`config.mk`:
```
export PLATFORM = sky130hd
export DESIGN_NAME = lowest_free_slot_allocator_flat
export DESIGN_NICKNAME = d
export VERILOG_FILES = /design/src/hw/rtl/lfsa_pkg.sv /design/src/hw/rtl/lfsa_guest_if.sv /design/src/hw/rtl/lfsa_result_if.sv /design/src/hw/rtl/lfsa_ctrl.sv /design/src/hw/rtl/lfsa_datapath.sv /design/src/hw/rtl/lowest_free_slot_allocator.sv /design/src/flat_wrapper.sv
export SDC_FILE = /design/constraint.sdc
export NUM_CORES = 2
export LEC_CHECK = 0
export ABC_AREA = 1
export BUFFER_PORTS_ARGS = -buffer_cell sky130_fd_sc_hd__buf_2
export CORE_MARGIN = 5
export CORE_UTILIZATION = 40
export DETAILED_ROUTE_END_ITERATION = 6
export GPL_ROUTABILITY_DRIVEN = 0
export GPL_TIMING_DRIVEN = 0
export PLACE_DENSITY = 0.53
export SYNTH_ARGS = -nofsm -noshare
export SYNTH_HDL_FRONTEND = slang
export SYNTH_SLANG_ARGS = --single-unit
```
`constraint.sdc`:
```
create_clock -name clk_i -period 4.7 [get_ports clk_i]
set_clock_uncertainty 0.2 [all_clocks]
set_input_delay 0.705 -clock clk_i [delete_from_list [all_inputs] [get_ports clk_i]]
set_output_delay 0.705 -clock clk_i [all_outputs]
set_load 0.005 [all_outputs]
```
`src/hw/rtl/lfsa_pkg.sv`:
```
// ---------------------------------------------------------------------------
// Lowest free slot allocator package
// Field widths, configuration register codes and the controller command type.
// ---------------------------------------------------------------------------
package lfsa_pkg;

  localparam int unsigned TIME_W     = 32;
  localparam int unsigned ID_W       = 16;
  localparam int unsigned COUNT_W    = 7;
  localparam int unsigned SLOT_IDX_W = 6;
  localparam int unsigned CFG_IDX_W  = 1;
  localparam int unsigned CFG_DATA_W = 16;

  // configuration register indexes
  localparam logic [CFG_IDX_W-1:0] CFG_TARGET_GUEST = 1'd0;
  localparam logic [CFG_IDX_W-1:0] CFG_SLOT_COUNT   = 1'd1;

  localparam logic [ID_W-1:0]    TARGET_GUEST_RST = 16'd0;
  localparam logic [COUNT_W-1:0] SLOT_COUNT_RST   = 7'd64;

  // command from the controller to the datapath
  typedef struct packed {
    logic clear_wr;    // write a free entry at the sweep address
    logic rd_en;       // read the entry at the sweep address
    logic load_guest;  // capture an accepted guest, restart the search
    logic out_load;    // move the finished result into the output register
  } lfsa_cmd_t;

endpackage

```
`src/hw/rtl/lfsa_guest_if.sv`:
```
// ---------------------------------------------------------------------------
// Guest channel
// Valid/ready channel carrying one guest per beat.
// ---------------------------------------------------------------------------
interface lfsa_guest_if;

  logic                              valid;
  logic                              ready;
  logic [lfsa_pkg::TIME_W-1:0]       arrival_time;
  logic [lfsa_pkg::TIME_W-1:0]       leave_time;
  logic [lfsa_pkg::ID_W-1:0]         guest_id;

  modport source (output valid, arrival_time, leave_time, guest_id, input ready);
  modport sink   (input valid, arrival_time, leave_time, guest_id, output ready);

endinterface

```
`src/hw/rtl/lfsa_result_if.sv`:
```
// ---------------------------------------------------------------------------
// Result channel
// Valid/ready channel carrying one slot assignment per beat.
// ---------------------------------------------------------------------------
interface lfsa_result_if;

  logic                              valid;
  logic                              ready;
  logic [lfsa_pkg::SLOT_IDX_W-1:0]   slot_index;
  logic                              no_free_slot;
  logic                              is_target;

  modport source (output valid, slot_index, no_free_slot, is_target, input ready);
  modport sink   (input valid, slot_index, no_free_slot, is_target, output ready);

endinterface

```
`src/hw/rtl/lfsa_ctrl.sv`:
```
// ---------------------------------------------------------------------------
// Allocator controller
// Sequences the clearing pass, the per-guest slot sweep and the result beat.
// ---------------------------------------------------------------------------
module lfsa_ctrl #(
  parameter int unsigned SLOTS = 64,
  localparam int unsigned IW   = (SLOTS > 1) ? $clog2(SLOTS) : 1
) (
  input  logic                clk_i,
  input  logic                rst_ni,
  input  logic                in_valid_i,
  output logic                in_ready_o,
  output logic                out_valid_o,
  input  logic                out_ready_i,
  output lfsa_pkg::lfsa_cmd_t cmd_o,
  output logic [IW-1:0]       slot_addr_o
);

  localparam logic [1:0] ST_CLEAR  = 2'd0;
  localparam logic [1:0] ST_IDLE   = 2'd1;
  localparam logic [1:0] ST_SWEEP  = 2'd2;
  localparam logic [1:0] ST_FINISH = 2'd3;

  localparam logic [IW-1:0] LAST_ADDR = IW'(SLOTS - 1);

  logic [1:0]    state_q, state_d;
  logic [IW-1:0] cnt_q, cnt_d;
  logic          drain_q, drain_d;  // last read issued, its entry still in flight
  logic          out_valid_q, out_valid_d;
  logic          accept;
  logic          out_free;

  assign accept   = (state_q == ST_IDLE) && in_valid_i;
  assign out_free = !out_valid_q || out_ready_i;

  always_comb begin
    state_d     = state_q;
    cnt_d       = cnt_q;
    drain_d     = drain_q;
    out_valid_d = out_valid_q;
    cmd_o       = '0;
    if (out_valid_q && out_ready_i) begin
      out_valid_d = 1'b0;
    end
    case (state_q)
      ST_CLEAR: begin
        cmd_o.clear_wr = 1'b1;
        cnt_d          = cnt_q + 1'b1;
        if (cnt_q == LAST_ADDR) begin
          cnt_d   = '0;
          state_d = ST_IDLE;
        end
      end
      ST_IDLE: begin
        if (accept) begin
          cmd_o.load_guest = 1'b1;
          cnt_d            = '0;
          drain_d          = 1'b0;
          state_d          = ST_SWEEP;
        end
      end
      ST_SWEEP: begin
        if (drain_q) begin
          // the last entry is evaluated this cycle
          drain_d = 1'b0;
          state_d = ST_FINISH;
        end else begin
          cmd_o.rd_en = 1'b1;
          cnt_d       = cnt_q + 1'b1;
          if (cnt_q == LAST_ADDR) begin
            cnt_d   = '0;
            drain_d = 1'b1;
          end
        end
      end
      ST_FINISH: begin
        if (out_free) begin
          cmd_o.out_load = 1'b1;
          out_valid_d    = 1'b1;
          state_d        = ST_IDLE;
        end
      end
      default: begin
        state_d = ST_CLEAR;
        cnt_d   = '0;
      end
    endcase
  end

  always_ff @(posedge clk_i or negedge rst_ni) begin
    if (!rst_ni) begin
      state_q     <= ST_CLEAR;
      cnt_q       <= '0;
      drain_q     <= 1'b0;
      out_valid_q <= 1'b0;
    end else begin
      state_q     <= state_d;
      cnt_q       <= cnt_d;
      drain_q     <= drain_d;
      out_valid_q <= out_valid_d;
    end
  end

  assign in_ready_o  = (state_q == ST_IDLE);
  assign out_valid_o = out_valid_q;
  assign slot_addr_o = cnt_q;

endmodule

```
`src/hw/rtl/lfsa_datapath.sv`:
```
// ---------------------------------------------------------------------------
// Allocator datapath
// Slot table memory, release check, lowest free slot pick and result register.
// ---------------------------------------------------------------------------
module lfsa_datapath #(
  parameter int unsigned SLOTS = 64,
  localparam int unsigned IW   = (SLOTS > 1) ? $clog2(SLOTS) : 1
) (
  input  logic                                clk_i,
  input  logic                                rst_ni,
  input  lfsa_pkg::lfsa_cmd_t                 cmd_i,
  input  logic [IW-1:0]                       slot_addr_i,
  input  logic                                cfg_we_i,
  input  logic [lfsa_pkg::CFG_IDX_W-1:0]      cfg_idx_i,
  input  logic [lfsa_pkg::CFG_DATA_W-1:0]     cfg_data_i,
  input  logic [lfsa_pkg::TIME_W-1:0]         arrival_time_i,
  input  logic [lfsa_pkg::TIME_W-1:0]         leave_time_i,
  input  logic [lfsa_pkg::ID_W-1:0]           guest_id_i,
  output logic [lfsa_pkg::SLOT_IDX_W-1:0]     slot_index_o,
  output logic                                no_free_slot_o,
  output logic                                is_target_o
);

  localparam int unsigned TW   = lfsa_pkg::TIME_W;
  localparam int unsigned CMPW = (IW > lfsa_pkg::COUNT_W) ? IW : lfsa_pkg::COUNT_W;

  // entry layout: busy flag above the release time
  logic [TW:0] slot_mem_q [SLOTS];
  logic [TW:0] rd_data_q;
  logic        rd_vld_q;
  logic [IW-1:0] rd_addr_q;

  logic [lfsa_pkg::ID_W-1:0]    target_guest_q;
  logic [lfsa_pkg::COUNT_W-1:0] slot_count_q;

  logic [TW-1:0]               arrival_q;
  logic [TW-1:0]               leave_q;
  logic [lfsa_pkg::ID_W-1:0]   id_q;
  logic                        found_q, found_d;
  logic [IW-1:0]               chosen_q, chosen_d;

  logic [lfsa_pkg::SLOT_IDX_W-1:0] slot_index_q;
  logic                            no_free_slot_q;
  logic                            is_target_q;

  logic          ent_busy;
  logic [TW-1:0] ent_release;
  logic          ent_still_busy;
  logic          ent_freed;
  logic          in_range;
  logic          take;
  logic          mem_we;
  logic [IW-1:0] mem_wa;
  logic [TW:0]   mem_wd;
  logic [CMPW-1:0] chosen_ext;

  // configuration registers
  always_ff @(posedge clk_i or negedge rst_ni) begin
    if (!rst_ni) begin
      target_guest_q <= lfsa_pkg::TARGET_GUEST_RST;
      slot_count_q   <= lfsa_pkg::SLOT_COUNT_RST;
    end else if (cfg_we_i) begin
      case (cfg_idx_i)
        lfsa_pkg::CFG_TARGET_GUEST: target_guest_q <= cfg_data_i;
        lfsa_pkg::CFG_SLOT_COUNT:   slot_count_q   <= cfg_data_i[lfsa_pkg::COUNT_W-1:0];
        default: ;
      endcase
    end
  end

  // evaluate the entry read in the previous cycle
  assign ent_busy       = rd_data_q[TW];
  assign ent_release    = rd_data_q[TW-1:0];
  assign ent_still_busy = ent_busy && (ent_release > arrival_q);
  assign ent_freed      = ent_busy && !ent_still_busy;
  assign in_range       = CMPW'(rd_addr_q) < CMPW'(slot_count_q);
  assign take           = rd_vld_q && !ent_still_busy && in_range && !found_q;

  always_comb begin
    mem_we = 1'b0;
    mem_wa = rd_addr_q;
    mem_wd = {1'b0, ent_release};
    if (cmd_i.clear_wr) begin
      mem_we = 1'b1;
      mem_wa = slot_addr_i;
      mem_wd = '0;
    end else if (take) begin
      mem_we = 1'b1;
      mem_wd = {1'b1, leave_q};
    end else if (rd_vld_q && ent_freed) begin
      mem_we = 1'b1;
    end
  end

  always_ff @(posedge clk_i) begin
    if (mem_we) begin
      slot_mem_q[mem_wa] <= mem_wd;
    end
    if (cmd_i.rd_en) begin
      rd_data_q <= slot_mem_q[slot_addr_i];
    end
  end

  always_ff @(posedge clk_i or negedge rst_ni) begin
    if (!rst_ni) begin
      rd_vld_q <= 1'b0;
    end else begin
      rd_vld_q <= cmd_i.rd_en;
    end
  end

  always_comb begin
    found_d  = found_q;
    chosen_d = chosen_q;
    if (cmd_i.load_guest) begin
      found_d  = 1'b0;
      chosen_d = '0;
    end else if (take) begin
      found_d  = 1'b1;
      chosen_d = rd_addr_q;
    end
  end

  always_ff @(posedge clk_i or negedge rst_ni) begin
    if (!rst_ni) begin
      found_q <= 1'b0;
    end else begin
      found_q <= found_d;
    end
  end

  // payload registers
  always_ff @(posedge clk_i) begin
    rd_addr_q <= slot_addr_i;
    chosen_q  <= chosen_d;
    if (cmd_i.load_guest) begin
      arrival_q <= arrival_time_i;
      leave_q   <= leave_time_i;
      id_q      <= guest_id_i;
    end
  end

  assign chosen_ext = CMPW'(chosen_q);

  always_ff @(posedge clk_i) begin
    if (cmd_i.out_load) begin
      slot_index_q   <= found_q ? chosen_ext[lfsa_pkg::SLOT_IDX_W-1:0] : '0;
      no_free_slot_q <= !found_q;
      is_target_q    <= (id_q == target_guest_q);
    end
  end

  assign slot_index_o   = slot_index_q;
  assign no_free_slot_o = no_free_slot_q;
  assign is_target_o    = is_target_q;

endmodule

```
`src/hw/rtl/lowest_free_slot_allocator.sv`:
```
// ---------------------------------------------------------------------------
// Lowest free slot allocator
// Assigns each arriving guest the lowest-numbered free slot.
// ---------------------------------------------------------------------------
// Each guest beat (arrival, leave, id) yields one result beat. While the guest
// is handled, one pass walks the slot table from slot 0 to SLOTS-1: a busy
// slot whose release time is at or before the arrival is freed, and the first
// free slot below slot_count is taken and gets the guest's leave time. When no
// slot is free, no_free_slot is set and slot_index is 0. is_target marks a
// guest whose id matches target_guest. Guests must come in nondecreasing
// arrival order; no check is made. From accept to the next accept, the pass
// reads one table entry per cycle from a single-read memory, then the last
// entry is evaluated, the result register is loaded once it is free, and the
// block goes idle, where the next guest is accepted. The result register
// holds a finished beat while the next guest is taken. After reset, a
// clearing pass marks every slot free; no guest is accepted during it. Write
// configuration only while the block is idle.
// ---------------------------------------------------------------------------
module lowest_free_slot_allocator #(
  parameter int unsigned SLOTS = 64
) (
  input  logic                              clk_i,
  input  logic                              rst_ni,
  lfsa_guest_if.sink                        guest_i,
  lfsa_result_if.source                     result_o,
  input  logic                              cfg_we_i,
  input  logic [lfsa_pkg::CFG_IDX_W-1:0]    cfg_idx_i,
  input  logic [lfsa_pkg::CFG_DATA_W-1:0]   cfg_data_i
);

  localparam int unsigned IW = (SLOTS > 1) ? $clog2(SLOTS) : 1;

  lfsa_pkg::lfsa_cmd_t cmd;
  logic [IW-1:0]       slot_addr;

  // sequence clearing, sweep and result beat
  lfsa_ctrl #(
    .SLOTS (SLOTS)
  ) u_ctrl (
    .clk_i       (clk_i),
    .rst_ni      (rst_ni),
    .in_valid_i  (guest_i.valid),
    .in_ready_o  (guest_i.ready),
    .out_valid_o (result_o.valid),
    .out_ready_i (result_o.ready),
    .cmd_o       (cmd),
    .slot_addr_o (slot_addr)
  );

  // hold the slot table, pick the slot, drive the result payload
  lfsa_datapath #(
    .SLOTS (SLOTS)
  ) u_datapath (
    .clk_i          (clk_i),
    .rst_ni         (rst_ni),
    .cmd_i          (cmd),
    .slot_addr_i    (slot_addr),
    .cfg_we_i       (cfg_we_i),
    .cfg_idx_i      (cfg_idx_i),
    .cfg_data_i     (cfg_data_i),
    .arrival_time_i (guest_i.arrival_time),
    .leave_time_i   (guest_i.leave_time),
    .guest_id_i     (guest_i.guest_id),
    .slot_index_o   (result_o.slot_index),
    .no_free_slot_o (result_o.no_free_slot),
    .is_target_o    (result_o.is_target)
  );

endmodule

```
`src/flat_wrapper.sv`:
```
// flat-port wrapper written by rule: the top's interface ports become plain ports
module lowest_free_slot_allocator_flat 
#(
  parameter int unsigned SLOTS = 64
)
  (clk_i, rst_ni, cfg_we_i, cfg_idx_i, cfg_data_i, guest_i_valid, guest_i_arrival_time, guest_i_leave_time, guest_i_guest_id, guest_i_ready, result_o_valid, result_o_slot_index, result_o_no_free_slot, result_o_is_target, result_o_ready);
  lfsa_guest_if guest_i_i ();
  lfsa_result_if result_o_i ();
  input  logic clk_i;
  input  logic rst_ni;
  input  logic cfg_we_i;
  input  logic [lfsa_pkg::CFG_IDX_W-1:0] cfg_idx_i;
  input  logic [lfsa_pkg::CFG_DATA_W-1:0] cfg_data_i;
  input wire logic [$bits(guest_i_i.valid)-1:0] guest_i_valid;
  input wire logic [$bits(guest_i_i.arrival_time)-1:0] guest_i_arrival_time;
  input wire logic [$bits(guest_i_i.leave_time)-1:0] guest_i_leave_time;
  input wire logic [$bits(guest_i_i.guest_id)-1:0] guest_i_guest_id;
  output wire logic [$bits(guest_i_i.ready)-1:0] guest_i_ready;
  output wire logic [$bits(result_o_i.valid)-1:0] result_o_valid;
  output wire logic [$bits(result_o_i.slot_index)-1:0] result_o_slot_index;
  output wire logic [$bits(result_o_i.no_free_slot)-1:0] result_o_no_free_slot;
  output wire logic [$bits(result_o_i.is_target)-1:0] result_o_is_target;
  input wire logic [$bits(result_o_i.ready)-1:0] result_o_ready;
  assign guest_i_i.valid = guest_i_valid;
  assign guest_i_i.arrival_time = guest_i_arrival_time;
  assign guest_i_i.leave_time = guest_i_leave_time;
  assign guest_i_i.guest_id = guest_i_guest_id;
  assign guest_i_ready = guest_i_i.ready;
  assign result_o_valid = result_o_i.valid;
  assign result_o_slot_index = result_o_i.slot_index;
  assign result_o_no_free_slot = result_o_i.no_free_slot;
  assign result_o_is_target = result_o_i.is_target;
  assign result_o_i.ready = result_o_ready;
  lowest_free_slot_allocator #(.SLOTS(SLOTS)) u_core (.clk_i(clk_i), .rst_ni(rst_ni), .guest_i(guest_i_i), .result_o(result_o_i), .cfg_we_i(cfg_we_i), .cfg_idx_i(cfg_idx_i), .cfg_data_i(cfg_data_i));
endmodule
```
==> flow_metrics.py <==
metrics = {
    "run_status": {
        "status": "finished, violations left",
        "violations": "max-capacitance violations, max-slew violations, negative setup slack",
    },
    "sta": {
        "layout_setup_ws_ns": -0.284,
        "rsz0062_at_grt": "yes",
        "hold_viol": 0,
        "setup_viol": 13,
        "fmax_mhz": 201,
        "fin_crit_sh_pct": 106,
        "tightest_slew_ns": 1.64,
        "maxSlewHeadroom_pct": -9.44,
        "drv_slew": 33,
        "period_minus_slack_ns": 4.98,
        "hold-worst-slack_ns": 0.179,
    },
    "placed_design": {
        "portBuffers": 111,
        "hpwl_um": 254000,
    },
    "clock_tree": {
        "cts_buffers": 233,
        "cts_root_buf": "clkbuf_16",
        "clk_path_buf_depth": 3,
        "htree_levels": 4,
        "clock_latency_ns": 0.92,
        "cts_sinks": 2280,
        "clk_pin_slew_ns": 0.06,
        "cts_tree": "yes",
    },
    "layout": {
        "n_fill_cell": 19900,
        "nets": 7468,
        "area_delta_synth_final_pct": 16.3,
        "final_util_pct": 46.8,
        "layout_common_cells": "2233 x edfxtp_1, 1242 x nor2_1, 1096 x o21ai_0, 443 x nand2_1, 306 x clkbuf_1",
        "final_common_cell": "edfxtp_1",
        "drive_gt1_share_pct": 11.1,
    },
    "global_route": {
        "grt_overflow": 0,
        "grt_pass1_vias": 60800,
        "grt_pass1_wl_um": 516000,
        "track_usage_pct": 31.7,
        "grt_start_max_net_pins": 67,
        "antenna_found_initial": 45,
    },
    "critical_path": {
        "path_cells": "buf_2 -> clkbuf_1 -> clkbuf_1 -> nor2_1 -> o221ai_1 -> nand3_1 -> nand2_1",
        "required_ns": 5.25,
        "arrival_ns": 5.53,
        "cpMostUsedCell": "clkbuf_1",
        "slowest_stage": "clkbuf_1",
        "crit_fanout": 10,
        "worstSetupEndpointType": "flip-flop",
        "cp_slowest_stage_delay_ns": 1.11,
        "startpoint_type": "flip-flop",
        "crit_type": "flip-flop to flip-flop",
    },
    "flow_run": {
        "maxCapViolations": 3,
    },
    "synth": {
        "syn_area_per_cell_um2": 13.3,
        "async_flop_share_pct": 1.54,
        "synth_edf_count": 2233,
        "syn_nets": 6954,
        "syn_inst": 6808,
        "ys_types": 44,
        "synthFlopType": "edfxtp_1",
        "yosys_register_bits": 2280,
        "yosysWarnings": 0,
        "synthesis.area_um2": 90400,
        "seq_area_frac_synth_pct": 75.4,
    },
    "routing": {
        "drtPass1Iterations": 7,
        "dr.first_iter.drc_count": 12400,
        "routed_wl_um": 387000,
        "routed_via_density": 6.32,
        "dr_total_vias": 66500,
        "wl_per_cell_um": 36.7,
        "ant_nets": 0,
        "drcViolationCount": 0,
    },
    "die": {
        "dieArea_um2": 236000,
        "die_width_um": 486,
        "ioPinCount": 112,
        "start_util_pct": 40.2,
        "core.rowCount": 174,
        "die-height_um": 486,
        "core_area_um2": 225000,
    },
    "power_and_ir_drop": {
        "power.leakage_uw": 0.0271,
        "p_per_area_nw_per_um2": 394,
        "vdd_drop_max_v": 0.000431,
    },
    "hold_path": {
        "hp-class": "flip-flop to flip-flop",
    },
}
-- report_power, final --
part | internal (µW) | switching [µW] | total [µW]
clock | 11000 | 8240 | 19200
combinational | 124 | 74.2 | 198
sequential | 22000 | 16.5 | 22000
-- cell usage after synthesis (6+ instances only) --
cell | n | area [µm²]
buf_6 | 13 | 146
nor2_1 | 1243 | 4670
edfxtp_1 | 2233 | 67100
or2_1 | 6 | 37.5
dfrtp_1 | 34 | 851
inv_2 | 15 | 56.3
nand3_1 | 179 | 896
mux2_2 | 8 | 90.1
o211ai_1 | 137 | 1030
inv_1 | 160 | 601
ha_1 | 44 | 551
o221ai_1 | 224 | 1960
buf_1 | 18 | 67.6
nand2_1 | 475 | 1780
o21ai_1 | 70 | 350
o21ai_0 | 1096 | 5490
nand4_1 | 7 | 43.8
a21o_1 | 8 | 60.1
a21oi_1 | 40 | 200
clkbuf_1 | 269 | 1010
buf_4 | 62 | 465
xnor2_1 | 14 | 123
buf_2 | 111 | 556
nor3_1 | 7 | 35.0
dfxtp_1 | 12 | 240
o22ai_1 | 292 | 1830
-- state kept, by name, summed over array words and instances (netlist names), 7 cells and up --
signal and cells:
u_core.u_datapath.id_q 16, u_core.u_datapath.slot_count_q 7, u_core.u_datapath.target_guest_q 16, u_core.u_datapath.leave_q 32
u_core.u_datapath.slot_mem_q 2112, u_core.u_datapath.arrival_q 32, u_core.u_datapath.rd_data_q 33
-- per-stage QoR --
stage / setup slack, ns / instances / TNS, ns / instance area, µm² / power [µW]
floorplan: 1.12 / 6808 / 0 / 90400 / 22500
global placement: -2.16 / 9911 / -2559.29 / 94700 / 22600
detailed placement: -0.293 / 9975 / -0.293 / 96400 / 22600
CTS: 0.0326 / 10500 / 0 / 105000 / 41400
global route: -0.117 / 10500 / -0.117 / 105000 / 42200
finish: -0.284 / 10500 / -1.46 / 105000 / 41400
-- cell families (layout without fill, tap and decap cells) --
| logic type | count (synthesis) | count (layout) | synth area share [%] |
|---|---|---|---|
| flops | 2280 | 2280 | 75.4 |
| simple gates | 1927 | 1927 | 8.34 |
| xor+xnor | 14 | 14 | 0.136 |
| other cells | 0 | 14 | 0 |
| fa+ha+maj | 44 | 44 | 0.609 |
| buf+inv | 652 | 1365 | 3.24 |
| mux | 8 | 8 | 0.0996 |
| compound gates | 1883 | 1883 | 12.2 |
-- worst paths after layout --
kind,start,to,slack (ns),depth (start not counted)
hold / removal,u_core.u_ctrl.slot_addr_o[3]$_DFFE_PN0P_,u_core.u_datapath.rd_addr_q[3]$_DFF_P_,0.18,0
setup reg to reg,u_core.u_ctrl.slot_addr_o[2]$_DFFE_PN0P_,u_core.u_datapath.rd_data_q[17]$_DFFE_PP_,-0.28,7
max in group asynchronous,rst_ni,u_core.u_datapath.target_guest_q[10]$_DFFE_PN0P_,3.42,2
hold reg to reg,u_core.u_ctrl.slot_addr_o[3]$_DFFE_PN0P_,u_core.u_datapath.rd_addr_q[3]$_DFF_P_,0.18,0
setup / recovery,u_core.u_ctrl.slot_addr_o[2]$_DFFE_PN0P_,u_core.u_datapath.rd_data_q[17]$_DFFE_PP_,-0.28,7
min in group asynchronous,rst_ni,u_core.u_datapath.found_q$_DFFE_PN0P_,0.28,2
-- final cells by class --
class                      instances  area [µm²]  area share [%]
inverter                         178         702           0.667
buffer                           473        2270            2.16
clock buffer                     278        6000            5.70
sequential                      2280       68200            64.8
timing repair buffer             280        2970            2.82
multi-input combinational       3876       19600            18.6
clock inverter                   156        1750            1.67
tap                             2992        3740            3.56
antenna                           14        35.0          0.0333
-- what timing repair did --
item	in CTS	in global routing
endpoints found under the hold margin	139	0
gates resized for setup	2	6
hold buffers	104	0
setup buffers	0	0
pin swaps	0	1
endpoints found under the setup margin	2	5
-- metal layers --
metal	up-vias	wire length [µm]	global-route usage, %
li1	26500	-	-
met1	33400	144000	43.2
met2	5492	160000	45.0
met3	1102	57400	10.8
met4	22	24300	17.0
met5	-	131	0
-- worst max-delay path: cells and delay by family (launching register included) --
family	cells	cell delay [ns]
AOI/OAI and AO/OA	1	0.64
buffers and inverters	3	2.35
DFF	1	0.50
and+or+nand+nor	3	1.06
Power figures use the tool's default switching activity.
